===== config.mk =====
export PLATFORM = sky130hd
export DESIGN_NAME = sensor_packet_decoder
export DESIGN_NICKNAME = d
export VERILOG_FILES = /design/src/hdl/spd_pkg.sv /design/src/hdl/spd_ram.sv /design/src/hdl/spd_table.sv /design/src/hdl/sensor_packet_decoder.sv
export SDC_FILE = /design/constraint.sdc
export NUM_CORES = 2
export LEC_CHECK = 0
export ABC_CLOCK_PERIOD_IN_PS = 10800
export BUFFER_PORTS_ARGS = -buffer_cell sky130_fd_sc_hd__buf_2
export CAP_MARGIN = 40
export CORE_ASPECT_RATIO = 1.25
export CORE_UTILIZATION = 58
export CTS_CLUSTER_SIZE = 16
export DETAILED_ROUTE_END_ITERATION = 8
export GPL_ROUTABILITY_DRIVEN = 0
export PLACE_DENSITY = 0.77
export SLEW_MARGIN = 20
export SYNTH_ARGS = -nofsm -noshare
export SYNTH_HDL_FRONTEND = slang
export SYNTH_HIERARCHICAL = 1
export SYNTH_SLANG_ARGS = --single-unit

===== constraint.sdc =====
create_clock -name clk -period 10.8 [get_ports clk]
set_input_delay 1.08 -clock clk [delete_from_list [all_inputs] [get_ports clk]]
set_output_delay 1.08 -clock clk [all_outputs]
set_load 0.05 [all_outputs]

===== src/hdl/spd_pkg.sv =====
// Shared constants, codes and types of the sensor packet decoder.
// No dependencies.
package spd_pkg;
	localparam int MAX_DEVICES_DEF = 8;
	localparam logic [31:0] STALE_TIMEOUT_RST = 32'd5000;

	localparam int PKT_LAST    = 31;
	localparam int PAYLOAD_LEN = 31;
	localparam int POS_W       = 5;
	localparam int NUM_SAMPLES = 8;
	localparam int SIDX_W      = 3;

	localparam int IN_TDATA_W  = 40;
	localparam int OUT_TDATA_W = 240;

	localparam logic [1:0] ST_KNOWN = 2'd0;
	localparam logic [1:0] ST_NEW   = 2'd1;
	localparam logic [1:0] ST_FULL  = 2'd2;
	localparam logic [1:0] ST_BAD   = 2'd3;

	localparam logic [12:0] BATT_BASE  = 13'd2000;
	localparam logic [3:0]  BATT_SCALE = 4'd10;

	typedef struct packed {
		logic [1:0] status;
		logic [2:0] slot;
	} spd_tbl_rsp_t;
endpackage


===== src/hdl/spd_ram.sv =====
// Generic single-port-write, single-read RAM with registered read data.
// No dependencies.
module spd_ram #(
	parameter int WIDTH = 64,
	parameter int DEPTH = 8,
	parameter int AW    = 3
) (
	input  logic             clk,
	input  logic             we,
	input  logic [AW-1:0]    waddr,
	input  logic [WIDTH-1:0] wdata,
	input  logic [AW-1:0]    raddr,
	output logic [WIDTH-1:0] rdata
);
	logic [WIDTH-1:0] mem_q [DEPTH];

	always_ff @(posedge clk) begin
		if (we) begin
			mem_q[waddr] <= wdata;
		end
		rdata <= mem_q[raddr];
	end
endmodule


===== src/hdl/spd_table.sv =====
// Device table sequencer: stale eviction with compaction, then lookup or add (full when no slot is free).
// Uses spd_pkg and one spd_ram holding {last_seen, device_id} per entry.
module spd_table import spd_pkg::*; #(
	parameter int MAX_DEVICES = MAX_DEVICES_DEF
) (
	input  logic         clk,
	input  logic         arst_n,
	input  logic         start,
	input  logic [31:0]  id,
	input  logic [31:0]  now,
	input  logic [31:0]  timeout,
	output logic         done,
	output spd_tbl_rsp_t rsp
);
	localparam int AW = (MAX_DEVICES > 1) ? $clog2(MAX_DEVICES) : 1;
	localparam int CW = $clog2(MAX_DEVICES + 1);
	localparam logic [CW-1:0] MAX_CNT = CW'(MAX_DEVICES);

	localparam logic [2:0] S_IDLE = 3'd0;
	localparam logic [2:0] S_CRD  = 3'd1;
	localparam logic [2:0] S_CEV  = 3'd2;
	localparam logic [2:0] S_LRD  = 3'd3;
	localparam logic [2:0] S_LEV  = 3'd4;

	logic [2:0]    state_q;
	logic [CW-1:0] count_q, rd_q, wr_q;
	logic          we;
	logic [AW-1:0] waddr;
	logic [63:0]   wdata, rdata;
	logic          stale;

	spd_ram #(.WIDTH(64), .DEPTH(MAX_DEVICES), .AW(AW)) u_ram (
		.clk  (clk),
		.we   (we),
		.waddr(waddr),
		.wdata(wdata),
		.raddr(rd_q[AW-1:0]),
		.rdata(rdata)
	);

	// subtract-and-compare unit of the stale sweep
	assign stale = (now - rdata[63:32]) > timeout;

	always_comb begin
		we    = 1'b0;
		waddr = wr_q[AW-1:0];
		wdata = rdata;
		case (state_q)
			S_CEV: begin
				we = !stale;
			end
			S_LEV: begin
				we    = (rdata[31:0] == id);
				waddr = rd_q[AW-1:0];
				wdata = {now, id};
			end
			S_LRD: begin
				we    = (rd_q == count_q) && (count_q < MAX_CNT);
				waddr = count_q[AW-1:0];
				wdata = {now, id};
			end
			default: ;
		endcase
	end

	always_ff @(posedge clk or negedge arst_n) begin
		if (!arst_n) begin
			state_q <= S_IDLE;
			count_q <= '0;
			rd_q    <= '0;
			wr_q    <= '0;
			done    <= 1'b0;
			rsp     <= '0;
		end else begin
			done <= 1'b0;
			case (state_q)
				S_IDLE: begin
					if (start) begin
						rd_q    <= '0;
						wr_q    <= '0;
						state_q <= S_CRD;
					end
				end
				S_CRD: begin
					if (rd_q == count_q) begin
						count_q <= wr_q;
						rd_q    <= '0;
						state_q <= S_LRD;
					end else begin
						state_q <= S_CEV;
					end
				end
				S_CEV: begin
					if (!stale) begin
						wr_q <= wr_q + 1'b1;
					end
					rd_q    <= rd_q + 1'b1;
					state_q <= S_CRD;
				end
				S_LRD: begin
					if (rd_q == count_q) begin
						done    <= 1'b1;
						state_q <= S_IDLE;
						if (count_q < MAX_CNT) begin
							rsp.status <= ST_NEW;
							rsp.slot   <= 3'(count_q);
							count_q    <= count_q + 1'b1;
						end else begin
							rsp.status <= ST_FULL;
							rsp.slot   <= 3'd0;
						end
					end else begin
						state_q <= S_LEV;
					end
				end
				S_LEV: begin
					if (rdata[31:0] == id) begin
						rsp.status <= ST_KNOWN;
						rsp.slot   <= 3'(rd_q);
						done       <= 1'b1;
						state_q    <= S_IDLE;
					end else begin
						rd_q    <= rd_q + 1'b1;
						state_q <= S_LRD;
					end
				end
				default: state_q <= S_IDLE;
			endcase
		end
	end
endmodule


===== src/hdl/sensor_packet_decoder.sv =====
// Top level of the sensor packet decoder: byte capture, checksum, result beats.
// Uses spd_pkg and spd_table (which holds spd_ram).
//
// Takes a 32-byte radio packet one beat per byte; byte 0 is dropped and bytes
// 1..31 are payload 0..30. Non-final bytes are accepted back to back. On the
// final byte the checksum is compared; a bad packet gives one beat with status
// 3. A good packet runs the device-table walk: a stale sweep that reads and
// then checks each entry in turn, and a lookup that reads and then compares
// each entry, since the table RAM has a single read port; then eight result
// beats, one per raw sample. s_axis_tready is low from the final byte until
// the last result beat has been taken. The config port is always ready and
// must be written only while the block is idle.
module sensor_packet_decoder import spd_pkg::*; #(
	parameter int MAX_DEVICES = MAX_DEVICES_DEF
) (
	input  logic                   clk,
	input  logic                   arst_n,
	input  logic                   s_axis_tvalid,
	output logic                   s_axis_tready,
	input  logic [IN_TDATA_W-1:0]  s_axis_tdata,  // data_byte[7:0], now_time[39:8]
	input  logic                   s_axis_tuser,  // packet_start
	output logic                   m_axis_tvalid,
	input  logic                   m_axis_tready,
	// slot[2:0], sender_id[34:3], sequence_id[42:35], battery_mv[55:43],
	// average_level[68:56], spectrum_words[132:69], muscle_level[150:133],
	// orientation_words[214:151], sample_index[217:215], sample_value[233:218]
	output logic [OUT_TDATA_W-1:0] m_axis_tdata,
	output logic [1:0]             m_axis_tuser,  // status
	output logic                   m_axis_tlast,  // last_result
	input  logic                   cfg_valid,
	output logic                   cfg_ready,
	input  logic [31:0]            cfg_data
);
	localparam logic [1:0] T_IN   = 2'd0;
	localparam logic [1:0] T_WALK = 2'd1;
	localparam logic [1:0] T_OUT  = 2'd2;

	logic [1:0]       state_q;
	logic [31:0]      timeout_q;
	logic [POS_W-1:0] pos_q;
	logic [7:0]       sum_q;
	logic [7:0]       pay_q [PAYLOAD_LEN];
	logic [31:0]      id_q, now_q;
	logic [SIDX_W-1:0] k_q;
	spd_tbl_rsp_t     rsp_q, tbl_rsp;
	logic             tbl_start, tbl_done;

	logic             acc;
	logic [7:0]       in_byte;
	logic [POS_W-1:0] pos_eff;
	logic [7:0]       sum_eff;

	assign cfg_ready     = 1'b1;
	assign s_axis_tready = (state_q == T_IN);
	assign acc           = s_axis_tvalid && s_axis_tready;
	assign in_byte       = s_axis_tdata[7:0];
	// a start flag restarts position and sum from this byte
	assign pos_eff       = s_axis_tuser ? '0 : pos_q;
	assign sum_eff       = s_axis_tuser ? '0 : sum_q;
	assign tbl_start     = acc && (pos_eff == POS_W'(PKT_LAST)) && (sum_eff == in_byte);

	// time stamp held from the final byte for the whole walk
	spd_table #(.MAX_DEVICES(MAX_DEVICES)) u_table (
		.clk    (clk),
		.arst_n (arst_n),
		.start  (tbl_start),
		.id     ({pay_q[2], pay_q[3], pay_q[4], pay_q[5]}),
		.now    (now_q),
		.timeout(timeout_q),
		.done   (tbl_done),
		.rsp    (tbl_rsp)
	);

	// ---- decoded fields of the stored packet
	logic [15:0] bin0, bin1, bin2, bin3, qw, raw0, sval;
	logic [12:0] batt, avg;
	logic [15:0] sq;
	logic [17:0] muscle;
	logic [7:0]  delta;
	logic        neg;
	logic [SIDX_W-1:0] kn;
	logic [OUT_TDATA_W-1:0] beat;

	always_comb begin
		bin0   = {pay_q[7], 8'd0};
		bin1   = {pay_q[9], pay_q[10]};
		bin2   = {pay_q[11], pay_q[12]};
		bin3   = {pay_q[13], pay_q[14]};
		qw     = {pay_q[15], pay_q[16]};
		raw0   = {pay_q[20], pay_q[21]};
		batt   = BATT_BASE + 13'(BATT_SCALE) * 13'(pay_q[6]);
		sq     = 16'(pay_q[8]) * 16'(pay_q[8]);
		avg    = 13'(sq >> 3);
		muscle = 18'(bin2) + {1'b0, bin3, 1'b0};
		kn     = (state_q == T_OUT) ? k_q + 1'b1 : '0;
		delta  = pay_q[POS_W'(21) + POS_W'(kn)];
		neg    = pay_q[29][3'(3'd7 - kn)];
		if (kn == '0) begin
			sval = raw0;
		end else if (neg) begin
			sval = raw0 - 16'(delta);
		end else begin
			sval = raw0 + 16'(delta);
		end
		beat = {6'd0, sval, kn,
			pay_q[19], 8'd0, pay_q[18], 8'd0, pay_q[17], 8'd0, qw,
			muscle, bin3, bin2, bin1, bin0, avg, batt, pay_q[0], id_q, rsp_q.slot};
	end

	always_ff @(posedge clk) begin
		if (acc) begin
			if (pos_eff == POS_W'(PKT_LAST)) begin
				pay_q[PAYLOAD_LEN-1] <= in_byte;
				id_q  <= {pay_q[2], pay_q[3], pay_q[4], pay_q[5]};
				now_q <= s_axis_tdata[39:8];
			end else if (pos_eff != '0) begin
				pay_q[pos_eff - 1'b1] <= in_byte;
			end
		end
		if (tbl_done) begin
			rsp_q <= tbl_rsp;
		end
	end

	always_ff @(posedge clk or negedge arst_n) begin
		if (!arst_n) begin
			state_q       <= T_IN;
			timeout_q     <= STALE_TIMEOUT_RST;
			pos_q         <= '0;
			sum_q         <= '0;
			k_q           <= '0;
			m_axis_tvalid <= 1'b0;
			m_axis_tdata  <= '0;
			m_axis_tuser  <= '0;
			m_axis_tlast  <= 1'b0;
		end else begin
			if (cfg_valid && cfg_ready) begin
				timeout_q <= cfg_data;
			end
			case (state_q)
				T_IN: begin
					if (acc) begin
						if (pos_eff == POS_W'(PKT_LAST)) begin
							pos_q <= '0;
							sum_q <= '0;
							if (sum_eff != in_byte) begin
								// bad checksum: single all-zero beat
								m_axis_tvalid <= 1'b1;
								m_axis_tdata  <= '0;
								m_axis_tuser  <= ST_BAD;
								m_axis_tlast  <= 1'b1;
								state_q       <= T_OUT;
							end else begin
								state_q <= T_WALK;
							end
						end else begin
							if (pos_eff != '0) begin
								sum_q <= sum_eff + in_byte;
							end else begin
								sum_q <= sum_eff;
							end
							pos_q <= pos_eff + 1'b1;
						end
					end
				end
				T_WALK: begin
					if (tbl_done) begin
						// rsp_q lands this edge; first beat built next cycle
						k_q     <= '1;
						state_q <= T_OUT;
					end
				end
				T_OUT: begin
					if (!m_axis_tvalid) begin
						// first beat of a good packet
						m_axis_tvalid <= 1'b1;
						m_axis_tdata  <= beat;
						m_axis_tuser  <= rsp_q.status;
						m_axis_tlast  <= 1'b0;
						k_q           <= '0;
					end else if (m_axis_tready) begin
						if (m_axis_tlast) begin
							m_axis_tvalid <= 1'b0;
							m_axis_tlast  <= 1'b0;
							state_q       <= T_IN;
						end else begin
							m_axis_tdata <= beat;
							m_axis_tlast <= (k_q + 1'b1) == SIDX_W'(NUM_SAMPLES - 1);
							k_q          <= k_q + 1'b1;
						end
					end
				end
				default: state_q <= T_IN;
			endcase
		end
	end
endmodule

# Yosys cells after proc, flatten, opt, wreduce, memory -nomap -nowiden
# Memory sizes are Yosys's and may differ from the RTL's. A register that Yosys moved wholly into a read port is not among the register bits.
# Cells that the tools add are included.
dict set report totals {
  ramBits 760
  register_bits 384
  input_bits 78
  mem_count 2
  word_cells 182
}
dict set report op_classes {
  multipliers 2
  reduce_logical 29
  eq_ne 29
  mux 83
  addsub 14
  n_lt_le_gt_ge 3
}
# memory words width read_ports rd_clocked_by_memory_dff wr line_no
set memory_table {}
lappend memory_table {u_table.u_ram.mem_q 8 64 1 1 1 spd_ram.sv:15} ;# logic [WIDTH-1:0] mem_q [DEPTH];
lappend memory_table {pay_q 31 8 23 0 1 sensor_packet_decoder.sv:42} ;# logic [7:0] pay_q [PAYLOAD_LEN];
# op n
set ops {}
lappend ops {{$mux 240} 6}
lappend ops {{$pmux 240 s2} 1}
lappend ops {{$mux 64} 1}
lappend ops {{$eq 32x32->1} 1}
lappend ops {{$gt 32x32->1} 1}
lappend ops {{$mux 16} 2}
lappend ops {{$mux 8} 4}
lappend ops {{$sub 32x32->32} 1}
lappend ops {{$mux 5} 6}
lappend ops {{$mux 4} 7}
lappend ops {{$mux 2} 12}
lappend ops {{$mux 1} 23}
lappend ops {{$mux 3} 7}
lappend ops {{$add 16x17->18} 1}
lappend ops {{$add 16x8->16} 1}
lappend ops {{$mul 8x8->16} 1}
lappend ops {{$ne 2x1->1 const B} 8}
lappend ops {{$pmux 4 s2} 2}
lappend ops {{$pmux 4 s4} 1}
lappend ops {{$reduce_and 4->1} 4}
lappend ops {{$sub 16x8->16} 1}
lappend ops {{$pmux 3 s5} 1}
lappend ops {{$ne 2x2->1 const B} 7}
lappend ops {{$add 11x12->13 const A} 1}
lappend ops {{other kinds (40)} 60}

# Longest topological paths before layout
dict set report depth {
  word_depth 11
  depth_mapped 26
  mapped_depth_nobuf 23
}

# Modules after synthesis
# The synthesis kept the hierarchy.
# mod area_per_inst_um2 instances cells_each seq_area_each_um2
set by_module_without_submodules {}
lappend by_module_without_submodules {sensor_packet_decoder 24674.9 1 2025 15641.3}
lappend by_module_without_submodules {spd_ram 20547.2 1 816 16656.0}
lappend by_module_without_submodules {spd_table 4747.1 1 608 525.5}

# Least setup slack after synthesis
# No wires, ideal clock.
dict set report synth_path {
  kind {flip-flop to flip-flop}
  startpoint {register now_q[0]}
  endpoint {memory u_table.u_ram.mem_q[0][0], enable pin}
  setup_time_ns 0.565
  slack_ns 1.750
  path_buffers 0
  stages_incl_launch_ff 23
  t_arrival_ns 8.485
  cell_sequence {edfxtp_1 > inv_1 > ha_1 > inv_1 > fa_1 > a211oi_1 > o211ai_1 > o211a_1 > or2_4 > a21o_1 > a21o_1 > a2111o_1 > o311ai_1 > ha_1 > a21o_1 > a21oi_1 > o21ai_0 > a21o_1 > a22oi_1 > nor2b_1 > or3_1 > nand2b_1 > nor3_1}
}
dict set report synth_between {
  elab_chain_len 6
}
# item line_no
set synth_lines {}
lappend synth_lines {{from (decl)} sensor_packet_decoder.sv:43} ;# logic [31:0] id_q, now_q;
lappend synth_lines {{from (signal assigned)} sensor_packet_decoder.sv:115} ;# now_q <= s_axis_tdata[39:8];
lappend synth_lines {{$sub 32x32->32} spd_table.sv:42} ;# assign stale = (now - rdata[63:32]) > timeout;
lappend synth_lines {{$gt 32x32->1} spd_table.sv:42}
lappend synth_lines {{$logic_not 1->1} spd_table.sv:50} ;# we = !stale;
lappend synth_lines {{$pmux 1 s3} spd_table.sv:48} ;# case (state_q)
lappend synth_lines {{named net u_table.we} spd_table.sv:27} ;# logic we;
lappend synth_lines {{$mux 1} spd_ram.sv:18} ;# if (we) begin
lappend synth_lines {{$mux 1 (not written as such)} spd_ram.sv:19} ;# mem_q[waddr] <= wdata;
lappend synth_lines {{to (decl)} spd_ram.sv:15}
# The timed path passes the listed nets, and every way through them passes these cells.

# Worst setup path in the final report
dict set report layout_path {
  startpoint {register now_q[0]}
  endpoint {memory u_table.u_ram.mem_q[1][2], enable pin}
}
# Same word-level chain as after synthesis.

==> impl_metrics.tcl <==
set metrics [dict create \
    status "complete, no violations" \
    cts.sinks 1160 \
    period_share 0.6374 \
    maxCapViolCount 0 \
    fmax_ghz 0.1453 \
    io_pins 324 \
    grt_usage 0.2570 \
    insertion_delay_ns 0.69 \
    drt-total-wl_um 111600 \
    synth_top_family_by_area "multiplexers" \
    end_kind "flop" \
    cts_tree "done" \
    nNetsFinal 4030 \
    vdd_ir_drop_max_v 0.0001562 \
    drc 0 \
    regToRegStartpoint "now_q[0]$_DFFE_PP_" \
    cp_max_fo 50 \
    async_reset_ff_frac 0.2371 \
    crit_start "now_q[0]$_DFFE_PP_" \
    synth_area_leaders "edfxtp_1, dfrtp_1, mux4_2" \
    maxSlewHeadroom 0.3864 \
    grt_pass1_wl_um 170700 \
    postCtsSetupBuffers 0 \
    grt_overflow 0 \
    setup_viol_count_final 0 \
    die_w_um 264.5 \
    synth_seq_cells 1160 \
    synth_fa_ha_area_frac 0.05048 \
    synth_compound_area_frac 0.06458 \
    hold_violations 0 \
    cellPowerDensity_mw_per_mm2 194.3 \
    fin_setup_tns_ns 0 \
    area_delta_synth_final_pct 13.08 \
    cts_root_buf "clkbuf_16" \
    dr.pass1.iters 5 \
    slew_viol_final 0 \
    core_mm2 0.08543 \
    post-place-ws_ns 3.861 \
    dpl.hpwl_um 71460 \
    stdcell_count 4963 \
    grt_max_degree 105 \
    die_h_um 330.2 \
    synth_flop_cell "edfxtp_1" \
    initial_utilization 0.5849 \
    synthSimpleGateAreaFrac 0.06798 \
    ant_nets 0 \
    critical_path_arrival_ns 7.18 \
    synth_sequential_area_ratio 0.6569 \
    cts_buffers 107 \
    worst_pin_slew_ns 0.9204 \
    hold_class "in2async" \
    portBuffers 283 \
    cts_resized 0 \
    dp.cells 4746 \
    hold_buffers 0 \
    synth_top_area_cell "edfxtp_1" \
    initialDrtViolationCount 2550 \
    skew_ns 0.03764 \
    rows 120 \
    rsz0062_at_grt "false" \
    cp.required_ns 11.10 \
    synthCells 3449 \
    muxShareOfSynthArea 0.1060 \
    synth_top_area_frac 0.4934 \
    cts_max_level 3 \
    path_class "reg2reg" \
    startpoint_type "flop" \
    synth_xor_area_frac 0.02188 \
    p_leak_nw 19.59 \
    clk_pin_slew_ns 0.07 \
    min_period_ns 6.884 \
    die-area_mm2 0.08734 \
    finalWorstSetupSlack_ns 3.916 \
    syn-cell-area_mm2 0.04997 \
    drive_gt1_frac 0.2275 \
    synth_edf_count 821 \
    vias_per_cell 5.888 \
    avgSynthCellArea_um2 14.49 \
    yosys_warnings 6 \
    antenna_found_initial 2 \
    first_global_vias 29260 \
    vias 29220 \
    clk_path_buf_depth 3 \
    routedWlPerCell_um 22.49 \
    yosysUniqueCellTypes 83 \
]
==> cell usage in the layout (no fill, tap or decap), types with 14 or more instances in the layout <==
cell type	synthesis	layout
clkbuf_16	0	109
mux2_2	172	172
clkbuf_8	0	15
o21ai_0	219	219
xnor2_1	50	50
buf_4	47	56
a21o_1	41	41
conb_1	2	40
ha_1	152	152
mux4_2	142	142
a21oi_1	94	93
nor2b_1	25	24
buf_2	27	284
and3_1	14	14
inv_1	166	166
a22o_1	14	14
nand2_1	450	449
o31ai_1	28	28
nand4_1	15	15
nand3_1	28	28
nor2_1	116	109
clkbuf_1	81	21
and2_1	22	22
clkinv_2	0	17
o21a_1	15	15
xor2_1	73	73
nor4_1	16	16
a211oi_1	17	17
fa_1	31	31
mux2i_1	16	16
dfrtp_1	270	267
nand2b_1	15	15
nor3_1	37	34
dfxtp_1	64	64
edfxtp_1	821	821
==> metal layers <==
metal	track usage	vias to the layer above	wire (um)
li1	-	13270	-
met2	0.4561	1013	57860
met3	0.03377	208	6462
met4	0.09644	2	3760
met5	0	-	9
met1	0.3229	14730	43510
==> cells in the mapped netlist (5+ instances only) <==
cell        n
nor2b_1    25
o211ai_1    8
a21oi_1    94
edfxtp_1  821
or3_1      11
a32oi_1     5
o21ai_0   219
or2_2       7
buf_1      16
a21o_1     41
nor4_1     16
nand4_1    15
nand2_1   450
a22o_1     14
nand3_1    28
o21ai_1     8
mux2i_1    16
o21bai_1   12
mux4_2    142
fa_1       31
xor2_1     73
dfstp_2     5
nor3_1     37
a211oi_1   17
ha_1      152
a31oi_1     8
o22ai_1    10
xnor2_1    50
and3_1     14
mux2_2    172
buf_2      27
and2_1     22
o21a_1     15
buf_6      11
clkbuf_1   81
a22oi_1     6
inv_1     166
buf_4      47
o31ai_1    28
nor2_1    116
dfrtp_1   270
nand2b_1   15
dfxtp_1    64
==> stage by stage <==
stage	power (W)	instance area [um^2]	hold slack (ns)	util
4_1_cts	0.01104	56340	0.3961	0.6595
3_5_place_dp	0.007139	52640	0.4463	0.6161
6_report	0.01098	56500	0.4027	0.6614
2_1_floorplan	0.006629	50110	0.4248	-
5_1_grt	0.01133	56500	0.4384	0.6613
3_3_place_gp	0.007101	52350	0.4413	0.6128
==> critical path, stage by stage, from the launching register on <==
cell	delay [ns]
edfxtp_1	0.37
inv_1	0.08
ha_1	0.17
inv_1	0.05
fa_1	0.41
a211oi_1	0.39
o211ai_1	0.17
o211a_1	0.21
o21bai_1	0.32
a31oi_1	0.20
a21oi_1	0.33
or4b_2	0.19
nand3_1	0.06
ha_1	0.30
and4_1	0.24
nand2_1	0.06
or2_2	0.30
nor2_1	0.17
nand2_1	0.11
a22oi_1	0.48
nor2b_1	0.24
or3_1	0.15
nand2b_1	0.22
nor2_4	0.48
buf_4	0.73
==> flip-flops by register name, summed over array words and instances (netlist names), 4 cells and up <==
name / count
now_q: 32
pay_q: 240
u_table/count_q: 4
u_table/u_ram/rdata: 64
id_q: 32
m_axis_tdata: 200
u_table/wr_q: 4
pos_q: 5
timeout_q: 32
u_table/rd_q: 4
u_table/u_ram/mem_q: 512
sum_q: 8
u_table/rsp: 5
==> final timing paths <==
check / endpoint / slack [ns] / cells after the start
worst min register to register: beat[0]$_DFFE_PP_ / 0.45 / 0
worst max-delay path: u_table/u_ram/mem_q[1][2]$_DFFE_PP_ / 3.92 / 24
worst max register to register: u_table/u_ram/mem_q[1][2]$_DFFE_PP_ / 3.92 / 24
min in group clk: beat[0]$_DFFE_PP_ / 0.45 / 0
worst min-delay path: m_axis_tdata[48]$_DFFE_PN0P_ / 0.40 / 1
max in group asynchronous: m_axis_tdata[155]$_DFFE_PN0P_ / 9.24 / 3
==> logic make-up (layout without fill, tap and decap cells) <==
kind of cell	Yosys count	in the layout
flops	1160	1160
simple gates	774	774
compound gates	527	527
buf+inv	349	725
mux	330	330
fa+ha+maj	183	183
xor+xnor	124	124
other cells	2	42
==> final cells by class <==
class | count | area [um^2]
fill | 5844 | 28930
sequential | 1160 | 32830
timing repair buffer | 356 | 2195
tap | 1098 | 1374
clock inverter | 58 | 691.9
inverter | 166 | 623.1
clock buffer | 145 | 3013
antenna | 2 | 5.005
multi-input combinational | 1978 | 15770
==> power by group <==
group          total (W)  internal, W  leakage [nW]  switching (W)
combinational    0.00181     0.000400          8.05        0.00141
sequential       0.00524      0.00504          9.73       0.000207
clock            0.00392      0.00226          1.81        0.00167
No activity file was read; power rests on OpenSTA's default activity.
